--- config.mk ---
export PLATFORM = sky130hd
export DESIGN_NAME = bptc_back
export DESIGN_NICKNAME = d
export VERILOG_FILES = /design/src/rtl/bptc_pkg.sv /design/src/rtl/bptc_back.sv
export SDC_FILE = /design/constraint.sdc
export NUM_CORES = 2
export LEC_CHECK = 0
export BUFFER_PORTS_ARGS = -buffer_cell sky130_fd_sc_hd__buf_2
export CORE_MARGIN = 2
export CORE_UTILIZATION = 45
export CTS_CLUSTER_DIAMETER = 150
export DETAILED_ROUTE_END_ITERATION = 8
export SLEW_MARGIN = 20
export SYNTH_ARGS = -nofsm -noshare
export SYNTH_HDL_FRONTEND = slang
export SYNTH_SLANG_ARGS = --single-unit
--- constraint.sdc ---
create_clock -name clk -period 15.66 [get_ports clk]
set_input_delay 1.566 -clock clk [delete_from_list [all_inputs] [get_ports clk]]
set_output_delay 1.566 -clock clk [all_outputs]
set_load 0.02 [all_outputs]
--- src/rtl/bptc_pkg.sv ---
// Shared types, constants and helpers for the barometer compensation core.
// No dependencies.
`timescale 1ns / 1ps

package bptc_pkg;

	localparam int unsigned NUM_CAL_REGS = 6;
	localparam int unsigned CFG_IDX_W    = 3;
	localparam int unsigned DIV_STAGES   = 32;

	// Register indexes
	localparam logic [CFG_IDX_W-1:0] REG_T1_T2 = 3'd0;
	localparam logic [CFG_IDX_W-1:0] REG_T3_P1 = 3'd1;
	localparam logic [CFG_IDX_W-1:0] REG_P2_P3 = 3'd2;
	localparam logic [CFG_IDX_W-1:0] REG_P4_P5 = 3'd3;
	localparam logic [CFG_IDX_W-1:0] REG_P6_P7 = 3'd4;
	localparam logic [CFG_IDX_W-1:0] REG_P8_P9 = 3'd5;

	// Trim words, widened to 32 bits (signed ones sign-extended)
	typedef struct packed {
		logic [31:0] t1;
		logic [31:0] t2;
		logic [31:0] t3;
		logic [31:0] p1;
		logic [31:0] p2;
		logic [31:0] p3;
		logic [31:0] p4;
		logic [31:0] p5;
		logic [31:0] p6;
		logic [31:0] p7;
		logic [31:0] p8;
		logic [31:0] p9;
	} trim_t;

	// One word in flight through the divider
	typedef struct packed {
		logic [23:0] temp;
		logic        dbl;
		logic        inv;
		logic [31:0] dvs;
		logic [31:0] rem;
		logic [31:0] num;
		logic [31:0] quo;
	} div_word_t;

	function automatic logic [31:0] asr32(input logic [31:0] x, input int unsigned n);
		asr32 = 32'($signed(x) >>> n);
	endfunction

	function automatic logic [31:0] sext16(input logic [15:0] v);
		sext16 = {{16{v[15]}}, v};
	endfunction

endpackage

--- src/rtl/bptc_back.sv ---
// Pressure correction after the divide, three stages, last one is the output.
// Depends on bptc_pkg.
`timescale 1ns / 1ps

module bptc_back import bptc_pkg::*; (
	input  logic        clk,
	input  logic        arst_n,
	input  logic        adv,
	input  logic        in_vld,
	input  div_word_t   in_word,
	input  trim_t       trim,
	output logic        out_vld,
	output logic [23:0] temp_centi,
	output logic [31:0] press_pa,
	output logic        press_invalid
);

	logic [2:0]  vld_q;
	logic [31:0] p_s1, sq_s1, m8_s1, p_s2, w1_s2, w2_s2;
	logic [23:0] temp_s1, temp_s2, temp_s3;
	logic        inv_s1, inv_s2, inv_s3;
	logic [31:0] press_s3;
	logic [31:0] pv_c, p3_c;

	always_comb begin
		pv_c = in_word.dbl ? {in_word.quo[30:0], 1'b0} : in_word.quo;
		p3_c = {3'd0, pv_c[31:3]};
	end

	// Advance valid bits
	always_ff @(posedge clk or negedge arst_n) begin
		if (!arst_n) begin
			vld_q <= '0;
		end else if (adv) begin
			vld_q <= {vld_q[1:0], in_vld};
		end
	end

	// Advance payload; a zero divisor forces the pressure to zero
	always_ff @(posedge clk) begin
		if (adv) begin
			p_s1     <= pv_c;
			sq_s1    <= p3_c * p3_c;
			m8_s1    <= {2'd0, pv_c[31:2]} * trim.p8;
			temp_s1  <= in_word.temp;
			inv_s1   <= in_word.inv;

			p_s2     <= p_s1;
			w1_s2    <= asr32(trim.p9 * {13'd0, sq_s1[31:13]}, 12);
			w2_s2    <= asr32(m8_s1, 13);
			temp_s2  <= temp_s1;
			inv_s2   <= inv_s1;

			press_s3 <= inv_s2 ? 32'd0 : p_s2 + asr32(w1_s2 + w2_s2 + trim.p7, 4);
			temp_s3  <= temp_s2;
			inv_s3   <= inv_s2;
		end
	end

	assign out_vld       = vld_q[2];
	assign temp_centi    = temp_s3;
	assign press_pa      = press_s3;
	assign press_invalid = inv_s3;

endmodule

==> impl_metrics.ini <==
[status]
status = complete, no violations

[job]
max-cap-violations = 0

[floorplan]
ios = 600
core_um2 = 113900
fp.dieArea_um2 = 117000
fp.dieW_um = 342.1
rows = 124
die_height_um = 342.1
start_util_pct = 45.17

[worst_hold_path]
hold_class = reg -> reg
hold_depth = 0
hold_path_startpoint = p_s1[2]
min_to = p_s2[2]

[timing]
setup_viol = 0
tns_ns = 0
fin_crit_sh_pct = 67.62
min_period_ns = 10.59
rsz0062_at_grt = no
clock-skew-final_ns = 0.01160
slew_violations = 0
hold_viol = 0
relSlewSlack_pct = 23.07
tightest_slew_ns = 1.122
max_freq_mhz = 94.43

[clocking]
clock_latency_ns = 0.58
clk_pin_slew_ns = 0.06
h-tree-depth = 1
cts_tree = yes
cts_root_buf = clkbuf_16
ctsHoldBuffers = 0
cts_setup_buffers = 0
cts_sinks = 251
clockBufferDepth = 3
ctsResizeCount = 0
numCtsBuffers = 28

[placement]
place_area_um2 = 54070
hpwlAfterDp_mm = 102.1
port_buffers = 215
gp_congestion = 0.8630

[critical_path]
crit_slowest_cell = clkinv_1
max_stage_delay_ns = 0.66
crit_path_frequent_cell = fa_1
regToRegSetupSlack_ns = 8.26
cp.arrival_ns = 10.95
reg2regPathDepth = 30
worstSetupPathType = in -> reg
startpoint_type = input pin
cp_top_family = adder cells
worstPathRequired_ns = 16.02
crit_buf_inv = 9
r2r-start = w2_s2[1]
cp-end-kind = register
r2r-end = press_pa[28]
cp_max_fo = 33

[synth]
synth_area_um2 = 51440
synth_edf_count = 248
synth_top_family_by_area = adder cells
ys_seq_area_share_pct = 14.62
yosys.area_share.simple_pct = 13.45
synthTopCellsByArea = fa_1 (44%), edfxtp_1 (14%), ha_1 (9.4%)
synth_seq_cells = 251
yosys_warnings = 0
synthMuxAreaShare_pct = 0.7832
synth_cell_types = 79
yosys.area.top_type = fa_1
syn_avg_cell_area_um2 = 9.788
synth.net_count = 7302
syn_inst = 5256
netlist.area_leader.share_pct = 43.51
synthFlopType = edfxtp_1
async_flop_share_pct = 1.195
synth-xor-area-share_pct = 3.789
synth_fa_ha_area_share_pct = 52.89
synth-compound-area-share_pct = 3.570

[layout]
post-route-util_pct = 48.32
fin_nets = 7399
drive_above_1_share_pct = 6.512
final_cell_area_um2 = 55020
syn2layout_area_growth_pct = 6.953

[routing]
dr.pass1.iters = 5
drt_iter0_markers = 2065
post-route-drc-count = 0
vias = 34930
antenna_left = 0
drt_wl_total_mm = 130.0
vias_per_cell = 5.069
wire_per_inst_um = 18.86

[global_routing]
antenna_found_initial = 15
grt_pass1_wl_mm = 211.1
grt_max_degree = 121
grt_pass1_vias = 38120
grt-ovfl-total = 0
grt_usage_pct = 23.16
## per-stage QoR
step	hold slack [ns]	worst slack, ns	instances
3_5_place_dp	0.4045	4.514	6835
3_3_place_gp	0.4005	4.633	6835
2_1_floorplan	0.4003	5.989	5256
4_1_cts	0.4143	5.133	6887
6_report	0.4117	5.070	6891
5_1_grt	0.4259	4.776	6889
## cell families (layout without fill, tap and decap cells)
group                    after synthesis  after routing
multiplexers                          37             37
AO/OA/AOI/OAI                        278            278
XOR/XNOR                             221            221
other                                  0              4
adder cells (fa/ha/maj)             1504           1504
AND/OR/NAND/NOR                     1478           1478
buffers and inverters               1487           1606
flip-flops                           251            251
## cells in the final DEF (no fill, tap or decap), types with 42 or more instances in the layout
cell type,instances
inv_1,1276
fa_1,1118
nand2_1,680
and2_1,433
ha_1,386
edfxtp_1,248
nor2_1,237
buf_2,214
xnor2_1,159
a21oi_1,84
xor2_1,61
buf_4,56
o21ai_0,45
a21o_1,42
## registers in the layout, summed over array words and instances (netlist names)
signal and flops:
inv_s2 1, w2_s2 19, m8_s1 19, vld_q 3
press_pa 32, temp_s1 24, p_s1 32, w1_s2 20
sq_s1 19, temp_s2 24, temp_centi 24, inv_s1 1
press_invalid 1, p_s2 32
## layout make-up
type / instances / area, µm²
Fill cell: 10780 / 58860
Clock inverter: 21 / 227.7
Antenna cell: 4 / 10.01
Tap cell: 1512 / 1892
Multi-Input combinational cell: 3518 / 38330
Timing Repair Buffer: 271 / 1506
Inverter: 1283 / 4818
Clock buffer: 31 / 711.9
Sequential cell: 251 / 7522
## synthesized netlist by cell type, types with 2 or more instances
library cell,number
o31ai_1,6
buf_1,7
or2_2,5
or3_1,2
o21ai_0,45
clkbuf_1,193
fa_1,1118
nand4_1,7
o21bai_1,6
edfxtp_1,248
ha_1,386
o2111ai_1,3
mux2_2,7
a211o_1,2
nand2_1,680
dfrtp_1,3
xor2_1,61
a21o_1,42
o211ai_1,6
o21a_1,28
nand2b_1,13
nor4_1,4
a211oi_1,11
o211a_1,2
and2_1,433
a31oi_1,9
a41o_1,3
a21oi_1,84
a21boi_0,5
and3_1,8
xnor2_1,159
or4_1,2
mux2i_2,3
nor2_1,237
nor4b_1,2
mux2i_1,26
nor2b_1,29
inv_1,1277
buf_6,2
clkinv_1,5
a32oi_1,2
nand3_1,17
nor3_1,32
## worst max path at each step
stage,startpoint,end,cells after the start
after detailed placement,in_word[129],m8_s1[30],31
after floorplan,in_word[129],sq_s1[31],31
after CTS,in_word[129],m8_s1[30],31
after global routing,in_word[129],m8_s1[29],30
final,in_word[129],m8_s1[29],30
after global placement,in_word[129],m8_s1[31],30
## per-layer routing
layer | share of wire, % | up-vias | track usage (%)
met2 | 48 | 971 | 38.88
li1 | - | 15710 | -
met3 | 5.7 | 197 | 2.458
met4 | 3.0 | 6 | 5.985
met5 | 0.029 | - | 0
met1 | 43 | 18050 | 32.14
Power is not shown: default switching activity piles up to over one toggle a cycle in this logic, so the estimate is an artifact.
